**src/sv/sdc_pkg.sv**
```systemverilog
// Shared types, constants and palette tables for the spectrum detector and colormap.
`default_nettype none

package sdc_pkg;

    localparam int MAX_BINS = 1024;
    localparam int SAMPLE_W = 16;
    localparam int BIN_AW   = $clog2(MAX_BINS);
    localparam int FRAME_W  = BIN_AW + 1;
    localparam int CFG_AW   = 3;
    localparam int CFG_DW   = 11;
    localparam int LEVEL_W  = 8;

    localparam logic [FRAME_W-1:0] FRAME_MAX = FRAME_W'(MAX_BINS);
    localparam logic [FRAME_W-1:0] FRAME_MIN = FRAME_W'(1);

    // Configuration register indexes
    localparam logic [CFG_AW-1:0] CFG_DETECTOR_MODE  = 3'd0;
    localparam logic [CFG_AW-1:0] CFG_GAIN_SETTING   = 3'd1;
    localparam logic [CFG_AW-1:0] CFG_ZERO_SETTING   = 3'd2;
    localparam logic [CFG_AW-1:0] CFG_PALETTE_SELECT = 3'd3;
    localparam logic [CFG_AW-1:0] CFG_FRAME_BINS     = 3'd4;

    localparam logic [7:0] GAIN_RESET = 8'd50;
    localparam logic [7:0] ZERO_RESET = 8'd50;

    typedef enum logic [1:0] {
        DET_RAW      = 2'd0,
        DET_MAX_HOLD = 2'd1,
        DET_AVERAGE  = 2'd2
    } det_mode_t;

    typedef enum logic [1:0] {
        PAL_HEAT  = 2'd0,
        PAL_GREEN = 2'd1,
        PAL_GRAY  = 2'd2
    } pal_sel_t;

    typedef struct packed {
        det_mode_t          mode;
        logic [FRAME_W-1:0] frame_bins;
        logic               restart;
    } hist_cfg_t;

    // Average: floor((3v + 7h + 5) / 10), offset to a positive range first
    localparam int AVG_W = 20;
    localparam logic signed [AVG_W-1:0] AVG_ROUND  = 20'sd5;
    localparam logic signed [AVG_W-1:0] AVG_OFFSET = 20'sd327680;
    localparam logic [AVG_W-1:0]        AVG_RECIP  = 20'd838861;
    localparam int AVG_SHIFT = 23;

    // Level: floor(p * 255 / 40960000) = floor(((p * 51) >> 16) / 125)
    localparam logic signed [31:0] LEVEL_SAT   = 32'sd40960000;
    localparam logic [31:0]        LEVEL_MUL   = 32'd51;
    localparam logic [30:0]        LEVEL_RECIP = 31'd33555;
    localparam logic signed [8:0]  ZERO_BIAS   = 9'sd50;

    typedef logic [255:0][23:0] pal_tab_t;

    localparam int PAL_ENDS [3][5][3][2] = '{
        '{ '{'{0, 0},   '{0, 0},   '{1, 5}},
           '{'{0, 0},   '{0, 8},   '{5, 8}},
           '{'{0, 0},   '{8, 10},  '{8, 0}},
           '{'{0, 10},  '{10, 10}, '{0, 0}},
           '{'{10, 10}, '{10, 0},  '{0, 0}} },
        '{ '{'{0, 0},   '{5, 15},  '{0, 0}},
           '{'{0, 10},  '{15, 50}, '{0, 5}},
           '{'{10, 50}, '{50, 80}, '{5, 20}},
           '{'{50, 100},'{80, 100},'{20, 50}},
           '{'{0, 0},   '{0, 0},   '{0, 0}} },
        '{ '{'{0, 100}, '{0, 100}, '{0, 100}},
           '{'{0, 0},   '{0, 0},   '{0, 0}},
           '{'{0, 0},   '{0, 0},   '{0, 0}},
           '{'{0, 0},   '{0, 0},   '{0, 0}},
           '{'{0, 0},   '{0, 0},   '{0, 0}} }
    };

    // Elaboration-time palette build: red in [23:16], green in [15:8], blue in [7:0]
    function automatic pal_tab_t build_palette(input int sel);
        pal_tab_t tab;
        int mult;
        int segs;
        int i;
        int k;
        int j;
        int c;
        int a;
        int b;
        int x;
        int lv;
        mult = (sel == 0) ? 5 : ((sel == 1) ? 4 : 1);
        segs = mult;
        for (i = 0; i < 256; i++) begin
            k = (mult * i) / 255;
            if (k >= segs) begin
                k = segs - 1;
            end
            j = mult * i - 255 * k;
            for (c = 0; c < 3; c++) begin
                a = PAL_ENDS[sel][k][c][0];
                b = PAL_ENDS[sel][k][c][1];
                x = a * 255 + (b - a) * j;
                lv = (sel == 0) ? (x + 5) / 10 : (x + 50) / 100;
                tab[i][23 - 8 * c -: 8] = lv[7:0];
            end
        end
        return tab;
    endfunction

    localparam pal_tab_t PAL_HEAT_TAB  = build_palette(0);
    localparam pal_tab_t PAL_GREEN_TAB = build_palette(1);
    localparam pal_tab_t PAL_GRAY_TAB  = build_palette(2);

endpackage

`default_nettype wire

```
**src/sv/sdc_scale.sv**
```systemverilog
// Three-stage gain and offset scaler that turns a Q2.14 value into a clamped 8-bit level.
`default_nettype none

module sdc_scale import sdc_pkg::*; (
    input  wire logic                       aclk,
    input  wire logic                       advance,
    input  wire logic [7:0]                 gain,
    input  wire logic [7:0]                 zero,
    input  wire logic signed [SAMPLE_W-1:0] value,
    output logic [LEVEL_W-1:0]              level
);

    logic signed [8:0]  zoff;
    logic signed [23:0] x_c;
    logic signed [31:0] p_c;
    logic signed [31:0] p_reg;

    logic [31:0] m_prod;
    logic        nonpos_c;
    logic        sat_c;
    logic [14:0] m_reg;
    logic        nonpos_reg;
    logic        sat_reg;

    logic [30:0]        q_prod;
    logic [LEVEL_W-1:0] level_next;
    logic [LEVEL_W-1:0] level_reg;

    // x = 50*v + 2^14*(zero - 50), then times gain
    always_comb begin
        zoff = $signed({1'b0, zero}) - ZERO_BIAS;
        x_c  = (24'(value) <<< 5) + (24'(value) <<< 4) + (24'(value) <<< 1)
             + (24'(zoff) <<< 14);
        p_c  = 32'(x_c) * 32'($signed({1'b0, gain}));
    end

    always_comb begin
        nonpos_c = (p_reg <= 32'sd0);
        sat_c    = (p_reg >= LEVEL_SAT);
        m_prod   = 32'(p_reg[25:0]) * LEVEL_MUL;
    end

    // Divide by 125 through the reciprocal; exact below 2^15
    always_comb begin
        q_prod = 31'(m_reg) * LEVEL_RECIP;
        if (nonpos_reg) begin
            level_next = '0;
        end else if (sat_reg) begin
            level_next = '1;
        end else begin
            level_next = q_prod[29:22];
        end
    end

    always_ff @(posedge aclk) begin
        if (advance) begin
            p_reg      <= p_c;
            m_reg      <= m_prod[30:16];
            nonpos_reg <= nonpos_c;
            sat_reg    <= sat_c;
            level_reg  <= level_next;
        end
    end

    assign level = level_reg;

endmodule

`default_nettype wire

```
**config.mk**
```make
export PLATFORM = sky130hd
export DESIGN_NAME = sdc_scale
export DESIGN_NICKNAME = d
export VERILOG_FILES = /design/src/sv/sdc_pkg.sv /design/src/sv/sdc_scale.sv
export SDC_FILE = /design/constraint.sdc
export NUM_CORES = 1
export LEC_CHECK = 0
export BUFFER_PORTS_ARGS = -buffer_cell sky130_fd_sc_hd__buf_2
export CORE_MARGIN = 2
export CORE_UTILIZATION = 45
export DETAILED_ROUTE_END_ITERATION = 6
export REMOVE_ABC_BUFFERS = 1
export SYNTH_ARGS = -nofsm -noshare
export SYNTH_HDL_FRONTEND = slang
export SYNTH_SLANG_ARGS = --single-unit
```
**constraint.sdc**
```tcl
create_clock -name aclk -period 11.4 [get_ports aclk]
set_input_delay 2.85 -clock aclk [delete_from_list [all_inputs] [get_ports aclk]]
set_output_delay 2.85 -clock aclk [all_outputs]
set_load 0.05 [all_outputs]
```
# After elaboration in Yosys (flattened, before gate mapping)
# Index checks and enable logic that the tools add are counted.
dict set report totals {
  regBits 57
  input_bits 34
  output_inout_bits 8
  wordCells 15
}
dict set report classes {
  add_sub_neg 4
  multipliers 3
  magnitude_cmp 2
  n_mux 1
}
# op n
set op_table {}
lappend op_table {{$ge A32 B27 Y1 const B} 1}
lappend op_table {{$le A32 B1 Y1 const B} 1}
lappend op_table {{$mul A24 B9 Y32} 1}
lappend op_table {{$mul A26 B6 Y31 const B} 1}
lappend op_table {{$mul A15 B16 Y30 const B} 1}
lappend op_table {{$add A23 B23 Y24} 1}
lappend op_table {{$add A22 B17 Y23} 1}
lappend op_table {{$add A21 B20 Y22} 1}
lappend op_table {{$sub A8 B6 Y9 const B} 1}
lappend op_table {{$mux W8} 1}

# Depth between registers and ports, before layout
# Gate-level depths: netlist of the first run.
dict set report depth {
  ltp_word 4
  ltp_mapped 31
  mapped_depth_nobuf 30
}

# Least setup slack after synthesis of the first run
# OpenSTA, ideal clock, no wires.
dict set report synth_timing {
  path_type {input port to flip-flop}
  startpoint {in value[1]}
  endpoint {reg p_reg[31] (data pin)}
  setup_ns 0.268
  arrival_time_ns 9.755
  t_required_ns 11.132
  setup_slack_ns 1.378
  path_stages 31
  path_buffers 1
  path_cell_list {inv_1 fa_1 inv_1 ha_1 ha_1 fa_1 a21o_1 a21o_1 a21oi_1 o21ba_2 o21bai_1 a21oi_1 xnor2_1 nand2_1 fa_1 inv_1 fa_1 fa_1 inv_1 fa_1 inv_1 ha_1 and3_1 clkbuf_1 a221oi_1 o21a_1 and2_1 a31oi_1 a211o_1 a21oi_1 xnor3_1}
}
dict set report synth_via {
  elab_chain_cells 4
}
# item line
set synth_lines {}
lappend synth_lines {{start, declared} sdc_scale.sv:9} ;# input wire logic signed [SAMPLE_W-1:0] value,
lappend synth_lines {{$add A21 B20 Y22} sdc_scale.sv:32} ;# x_c = (24'(value) <<< 5) + (24'(value) <<< 4) + (24'(value) <<< 1)
lappend synth_lines {{$add A22 B17 Y23 (*)} sdc_scale.sv:32}
lappend synth_lines {{$add A23 B23 Y24 (*)} sdc_scale.sv:33} ;# + (24'(zoff) <<< 14);
lappend synth_lines {{$mul A24 B9 Y32 (*)} sdc_scale.sv:34} ;# p_c = 32'(x_c) * 32'($signed({1'b0, gain}));
lappend synth_lines {{named net p_c[31]} sdc_scale.sv:15} ;# logic signed [31:0] p_c;
lappend synth_lines {{end signal, assigned} sdc_scale.sv:57} ;# p_reg <= p_c;
lappend synth_lines {{end, declared} sdc_scale.sv:16} ;# logic signed [31:0] p_reg;
# The timed path passes the listed nets; every way through them passes the cells marked *.
# A chain may end at the register's enable or synchronous reset.

# Final worst setup path of the first run
dict set report layout_timing {
  startpoint {in value[2]}
  endpoint {reg p_reg[31] (data pin)}
}
# The elaborated chain is that of the path after synthesis.

==> summary.md, run 1 <==
| Metric | Value |
|---|---|
| Row cnt | 67 |
| Syn Area/Cell | about 9.4 um2 |
| Synth area leaders | fa_1 30%, ha_1 24%, edfxtp_1 11% |
| Ys flop type | edfxtp_1 |
| TritonCTS clock tree | done |
| Clock-pin slew on the worst setup and hold paths | 70 ps |
| Post-synth EDFFs | 56 |
| Clk_lat worst skew | 310 ps |
| Post-CTS Setup Bufs | 0 |
| Worst-margin pin slew | between 700 and 800 ps |
| I/O Buffers | 41 |
| Post-synthesis sequential area ratio | roughly 11% |
| Final WL | ~29000 um |
| Register area | approximately 0.0017 mm2 |
| First-pass GRT wire length | 51500 um |
| Async S/R FF share, synth | 0% |
| Synth Register Bits | 56 |
| Root buffer cell | clkbuf_16 |
| Mapped Area | about 0.015 mm2 |
| Mapped Cells | 1622 |
| RePlAce Congestion | 0.824 |
| Core area | about 0.033 mm2 |
| Vias in the first global route | approximately 11k |
| Final period utilization | around 90% |
| Yosys cell types | 69 |
| Layout cells sized above 1 | 3.57% |
| Gr ovfl total | 0 |
| CP max FO | 9 |
| Yosys top cell by area | fa_1 |
| Post-route ant nets | 0 |
| Critical path data arrival time | between 10000 and 15000 ps |
| HP Class | reg -> reg |
| CTS sink count | between 50 and 60 |
| Max cap viols | 0 |
| CTS Buf Count | 5 |
| Outcome | completed |
| Die W | 188 um |
| # H-tree levels | 2 |
| # fillers | about 3.2k |
| Initial core utilization | a little under half |
| Final Util | roughly 48% |
| Clock tree buffer depth | 2 |
| Delay of the slowest cell on the worst path | around 530 ps |
| CTS Hold Bufs | 0 |
| CP Data Required Time | 11450 ps |
| Setup Skew | 9.55 ps |
| TritonRoute pass-1 iters | 4 |
| HPWL Detailed | between 20000 and 30000 um |
| Initial drt markers | 283 |
| Routed len/inst | 13.7 um |
| Cts repair resizes | 0 |
| WS Path Type | in -> reg |
| Setup crit end kind | flip-flop |
| Most frequent cells in the layout | 424 x inv_1, 287 x ha_1, 232 x fa_1, 110 x and2_1, 109 x nand2_1 |
| Worst path slowest cell | fa_1 |
| Net count, final | around 2.2k |
| Fmax | between 90 and 100 MHz |
| Placed instance area | roughly 0.016 mm2 |
| Max reg flops | 31 |
| Antenna Cells | 0 |
| Number of vias per cell | 4.94 |
| Design Area, Final | about 0.016 mm2 |
| Commonest non-fill, non-tap cell in the layout | inv_1 |
| Max-slew violation count | 0 |
| Routed via count | slightly above 10k |
| Chip height | 188 um |
| Synth Warn # | 0 |
| Pin count of the biggest net entering global routing | 57 |
| Final setup TNS | 0 ps |
| Final setup violating endpoints | 0 |
| RSZ-0062 raised after global routing | false |
| Max-slew headroom | between 50% and 60% |
| I/O pin count | 42 |
| Antenna violations before repair | 0 |
| Area grow syn2layout | 5.52% |
| DR DRC count | 0 |
| Multi-input gate area | approximately 0.012 mm2 |
| Worst setup SP type | input pin |
| Minimum clock period | roughly 11000 ps |
| Final Hold Viols | 0 |
| Yosys top cell area share | a little under a third |
| Die area | 0.0354 mm2 |
| Total GRT Usage | 17.4% |
## area by class of cell
type | count | area share [%]
multi-input cells | 1120 | 73.9
inverters | 424 | 9.87
clock inverters | 2 | 0.101
repair buffers | 44 | 1.41
clock buffers | 6 | 0.799
well taps | 448 | 3.48
flip-flops and latches | 56 | 10.4
## cell families after synthesis
kind of cell | count (synthesis) | synth area share, %
fa+ha+maj | 519 | 53.9
simple gates | 342 | 11.6
xor+xnor | 68 | 3.99
flops | 56 | 11.0
compound gates | 188 | 8.30
buf+inv | 446 | 11.0
mux | 3 | 0.229
## worst max-delay path: cells and delay by family
kind / cells / cell delay (ps)
XOR/XNOR: 2 / 680
adder cells (fa/ha/maj): 8 / 3510
AND/OR/NAND/NOR: 6 / 950
buffers and inverters: 6 / 460
AO/OA/AOI/OAI: 8 / 2120
## through the flow
step           hold slack (ps)  cells  worst slack (ps)
6_report                   683   2100               884
5_1_grt                    682   2100               354
4_1_cts                    688   2100               889
3_5_place_dp               670   2092               581
3_3_place_gp               667   2092               734
2_1_floorplan              517   1600              1450
## worst paths after layout
path	startpoint	to	slack, ps	cells past startpoint
max	value[2]	p_reg[31]$_DFFE_PP_	880	30
min	p_reg[31]$_DFFE_PP_	nonpos_reg$_DFFE_PP_	680	1
max reg2reg	m_reg[7]$_DFFE_PP_	level[6]$_SDFFCE_PP0P_	5730	19
min reg2reg	p_reg[31]$_DFFE_PP_	nonpos_reg$_DFFE_PP_	680	1
## metal layers
| metal | share of wire [%] | up-vias | routed length, um | global-route usage [%] |
|---|---|---|---|---|
| met2 | 53 | 100 | 15200 | 34.1 |
| met1 | 45 | 5073 | 12800 | 21.0 |
| li1 | - | 5185 | - | - |
| met5 | 0 | - | 0 | 0 |
| met4 | 1.3 | 0 | 361 | 3.73 |
| met3 | 1.2 | 20 | 355 | 0.689 |
## synth_stat cells, drive strengths merged (4+ instances only)
library cell and count:
inv 424, ha 287, fa 232, and2 110, nand2 109, a21oi 57
edfxtp 56, nor2 48, xnor2 43, a21o 25, o21ai 24, xor2 24
clkbuf 20, nand3 13, nor3 13, o21a 11, a211oi 9, and3 9
o211ai 9, a31oi 8, nand4 8, o21bai 6, a21boi 5, nand2b 5
a2111oi 4, nor2b 4, nor4 4, o31ai 4, or3 4
Power of run 1 is left out: the tool's default activity adds up to more than one toggle a clock period on the data nets, which glitch-free logic cannot reach.
==> run 2: changes to the inputs <==
Settings changed: CTS_BUF_LIST from default to sky130_fd_sc_hd__clkbuf_8.
==> summary.md, run 2 (same netlist as run 1, synthesis figures left out) <==
| Metric | Value |
|---|---|
| Outcome | completed |
| Initial core utilization | a little under half |
| Final WL | approximately 29000 um |
| Placed instance area | approximately 0.016 mm2 |
| Final setup TNS | 0 ps |
| Cts repair resizes | 0 |
| Clock-pin slew on the worst setup and hold paths | ~100 ps |
| Gr ovfl total | 0 |
| Core area | approximately 0.033 mm2 |
| Worst setup SP type | input pin |
| HPWL Detailed | roughly 25000 um |
| Initial drt markers | 280 |
| Row cnt | 67 |
| Commonest non-fill, non-tap cell in the layout | inv_1 |
| Total GRT Usage | between 15 and 20% |
| DR DRC count | 0 |
| Setup crit end kind | flip-flop |
| RSZ-0062 raised after global routing | false |
| I/O pin count | 42 |
| Antenna violations before repair | 0 |
| # H-tree levels | 2 |
| DP Worst Slack | roughly 580 ps |
| Area grow syn2layout | 5.15% |
| RePlAce Congestion | 0.824 |
| Max-slew headroom | 52.3% |
| # fillers | about 3.2k |
| Net count, final | between 2k and 2.5k |
| Critical path data arrival time | about 11000 ps |
| Die area | approximately 0.035 mm2 |
| Delay of the slowest cell on the worst path | around 530 ps |
| Die W | between 150 and 200 um |
| Number of vias per cell | between 4 and 5 |
| Vias in the first global route | roughly 11k |
| Routed len/inst | around 14 um |
| Antenna Cells | 0 |
| CTS sink count | 56 |
| WS Path Type | in -> reg |
| Layout cells sized above 1 | 3.57% |
| Clock tree buffer depth | 2 |
| Post-route ant nets | 0 |
| Design Area, Final | 0.0161 mm2 |
| Fmax | 95.4 MHz |
| Chip height | approximately 190 um |
| Routed via count | between 10k and 15k |
| CTS Hold Bufs | 0 |
| Worst path slowest cell | fa_1 |
| Final period utilization | about nine tenths |
| I/O Buffers | 41 |
| Max-slew violation count | 0 |
| CP max FO | 9 |
| Worst-margin pin slew | slightly above 700 ps |
| TritonRoute pass-1 iters | 4 |
| Max cap viols | 0 |
| Final Hold Viols | 0 |
| Post-CTS Setup Bufs | 0 |
| Root buffer cell | clkbuf_8 |
| First-pass GRT wire length | 51500 um |
| Max reg flops | 31 |
| Most frequent cells in the layout | 425 x inv_1, 287 x ha_1, 232 x fa_1, 110 x and2_1, 109 x nand2_1 |
| Setup Skew | between 15 and 20 ps |
| Final WS setup | just over 900 ps |
| CP Data Required Time | between 10000 and 15000 ps |
| Pin count of the biggest net entering global routing | 57 |
| Final Util | between 40% and 50% |
| TritonCTS clock tree | done |
| CTS Buf Count | 5 |
| Clk_lat worst skew | 330 ps |
| Minimum clock period | between 10000 and 15000 ps |
| HP Class | reg -> reg |
| Final setup violating endpoints | 0 |
run 2: cell count changes in the layout (fill, tap and decap cells not counted):
cell	previous run	this run
clkbuf_8	0	5
clkbuf_16	5	0
inv_1	424	425
clkbuf_1	1	0
run 2: worst max-delay path, delay by kind of cell:
kind / cells / cell delay, ps
buffers and inverters: 6 / 460
adder cells (fa/ha/maj): 8 / 3510
AO/OA/AOI/OAI: 8 / 2120
AND/OR/NAND/NOR: 6 / 950
XOR/XNOR: 2 / 680
run 2: final timing paths:
path | cells past startpoint | to | slack, ps | start
worst min-delay path | 1 | nonpos_reg$_DFFE_PP_ | 700 | p_reg[31]$_DFFE_PP_
worst min register to register | 1 | nonpos_reg$_DFFE_PP_ | 700 | p_reg[31]$_DFFE_PP_
worst max-delay path | 30 | p_reg[31]$_DFFE_PP_ | 920 | value[2]
worst max register to register | 19 | level[6]$_SDFFCE_PP0P_ | 5720 | m_reg[7]$_DFFE_PP_
run 2: layer usage:
layer	global-route usage, %	share of wire, %
met4	3.33	1.1
met5	0	0
met1	21.0	45
met2	34.2	53
met3	0.801	1.2
run 2: area by class of cell:
cell class	instances	area (um2)	area share, %
Sequential cell	56	1680	10.5
Timing Repair Buffer	44	228	1.42
Clock buffer	5	68.8	0.428
Inverter	424	1590	9.91
Tap cell	448	561	3.49
Clock inverter	3	20.0	0.125
Multi-Input combinational cell	1120	11900	74.2
run 2: through the flow:
step,instances,hold WS (ps)
2_1_floorplan,1600,517
3_3_place_gp,2092,667
3_5_place_dp,2092,670
4_1_cts,2100,696
5_1_grt,2100,691
6_report,2100,699
Power of run 2 is left out for the same reason.
==> run 3: changes to the inputs <==
Settings changed: PLACE_DENSITY from default to 0.57.
==> summary.md, run 3 (same netlist as run 1, synthesis figures left out) <==
| Metric | Value |
|---|---|
| Outcome | completed |
| Reg2reg end | level[6]$_SDFFCE_PP0P_ |
| Die area | between 0.03 and 0.04 mm2 |
| I/O pin count | 42 |
| Clock-pin slew on the worst setup and hold paths | 100 ps |
| Initial drt markers | ~270 |
| First-pass GRT wire length | roughly 53000 um |
| # H-tree levels | 2 |
| CP endpoint | p_reg[31]$_DFFE_PP_ |
| HP Class | reg -> reg |
| M1 WL | roughly 13000 um |
| Placed cell count | between 2k and 2.5k |
| I/O Buffers | a little over 40 |
| CTS sink count | 56 |
| CP dominant cell by count | fa_1 |
| Final setup violating endpoints | 0 |
| Initial core utilization | a little under half |
| Critical path data arrival time | ~11000 ps |
| Routed via count | 10.3k |
| Register area | approximately 0.0017 mm2 |
| CP max FO | 10 |
| Setup crit end kind | flip-flop |
| Area grow syn2layout | 5.23% |
| Multi-input gate area | around 0.012 mm2 |
| Number of vias per cell | 4.90 |
| Clock tree buffer depth | 2 |
| CTS Buf Count | 5 |
| Post-CTS Setup Bufs | 0 |
| Worst-margin pin slew | roughly 910 ps |
| RSZ-0062 raised after global routing | false |
| Layout cells sized above 1 | under 10% |
| Worst path slowest cell | fa_1 |
| TritonCTS clock tree | done |
| Post-route ant nets | 0 |
| RePlAce Congestion | between 0.8 and 0.9 |
| Max-slew headroom | between 30% and 40% |
| Minimum clock period | roughly 10000 ps |
| Final Hold Viols | 0 |
| CP Data Required Time | ~11000 ps |
| TritonRoute pass-1 iters | 4 |
| Fin cells | approximately 2.1k |
| Antenna Cells | 0 |
| Vias in the first global route | 11.6k |
| Most frequent cells in the layout | 424 x inv_1, 287 x ha_1, 232 x fa_1, 110 x and2_1, 109 x nand2_1 |
| Clk_lat worst skew | about 340 ps |
| Row cnt | 67 |
| Hold WS | slightly below 700 ps |
| Final WS setup | roughly 940 ps |
| Fmax | between 90 and 100 MHz |
| R2r startpoint | m_reg[7]$_DFFE_PP_ |
| Antenna violations before repair | 0 |
| Max reg flops | 31 |
| Chip height | between 150 and 200 um |
| Total GRT Usage | approximately 18% |
| HPWL Detailed | 25700 um |
| Final WL | around 29000 um |
| DR DRC count | 0 |
| DP Worst Slack | 554 ps |
| Max-slew violation count | 0 |
| Final setup TNS | 0 ps |
| Max cap viols | 0 |
| Cts repair resizes | 0 |
| Gr ovfl total | 0 |
| R2R cell count | 19 |
| CTS Hold Bufs | 0 |
| Worst setup SP type | input pin |
| Top sig layer | met4 |
| Met2 wire len | 15300 um |
| WS Path Type | in -> reg |
| Setup Skew | between 10 and 15 ps |
| Net count, final | 2205 |
| Routed len/inst | around 14 um |
| Root buffer cell | clkbuf_8 |
| Commonest non-fill, non-tap cell in the layout | inv_1 |
| R2R setup slack | between 5000 and 6000 ps |
| Core area | 0.0334 mm2 |
| # fillers | between 3k and 4k |
| Routed wl met3 | ~330 um |
| Die W | approximately 190 um |
| Critical path origin | value[1] |
| Pin count of the biggest net entering global routing | between 50 and 60 |
| Delay of the slowest cell on the worst path | between 500 and 600 ps |
| Final period utilization | around nine tenths |
[run 3: cell types whose count changed in the layout (fill, tap and decap cells not counted)]
| cell | previous run | this run |
|---|---|---|
| clkinv_4 | 1 | 0 |
| inv_1 | 425 | 424 |
| inv_6 | 0 | 2 |
| buf_4 | 3 | 4 |
[run 3: layout make-up]
cell class,count,area share (%)
Multi-Input combinational cell,1120,74.1
Sequential cell,56,10.5
Inverter,424,9.90
Tap cell,448,3.49
Timing Repair Buffer,45,1.46
Clock buffer,5,0.428
Clock inverter,3,0.156
[run 3: how the worst min path moves through the flow]
stage | cells after the start | startpoint | to | slack (ps)
2_1_floorplan | 1 | p_reg[31]$_DFFE_PP_ | nonpos_reg$_DFFE_PP_ | 520
3_3_place_gp | 1 | p_reg[31]$_DFFE_PP_ | nonpos_reg$_DFFE_PP_ | 680
3_5_place_dp | 1 | p_reg[31]$_DFFE_PP_ | nonpos_reg$_DFFE_PP_ | 660
4_1_cts | 1 | p_reg[31]$_DFFE_PP_ | nonpos_reg$_DFFE_PP_ | 680
5_1_grt | 1 | p_reg[31]$_DFFE_PP_ | nonpos_reg$_DFFE_PP_ | 690
6_report | 1 | p_reg[31]$_DFFE_PP_ | nonpos_reg$_DFFE_PP_ | 690
[run 3: critical path: cells and delay by family]
family | cells | cell delay [ps]
and+or+nand+nor | 3 | 590
xor gates and xnor gates | 2 | 530
AOI/OAI and AO/OA | 11 | 2220
buffers and inverters | 6 | 450
adders and majority gates | 9 | 3890
[run 3: stage by stage]
stage / cell area, um2 / util, %
after CTS: 16100 / 48.1
after detailed placement: 16000 / 47.8
after global placement: 16000 / 47.8
after global routing: 16100 / 48.1
after floorplan: 15200 / -
final: 16100 / 48.1
[run 3: routing by layer]
metal	vias to the layer above	GRT usage, %
met5	-	0
met4	0	3.82
met3	19	0.894
met2	81	34.4
met1	5012	22.1
li1	5193	-
Power of run 3 is left out for the same reason.
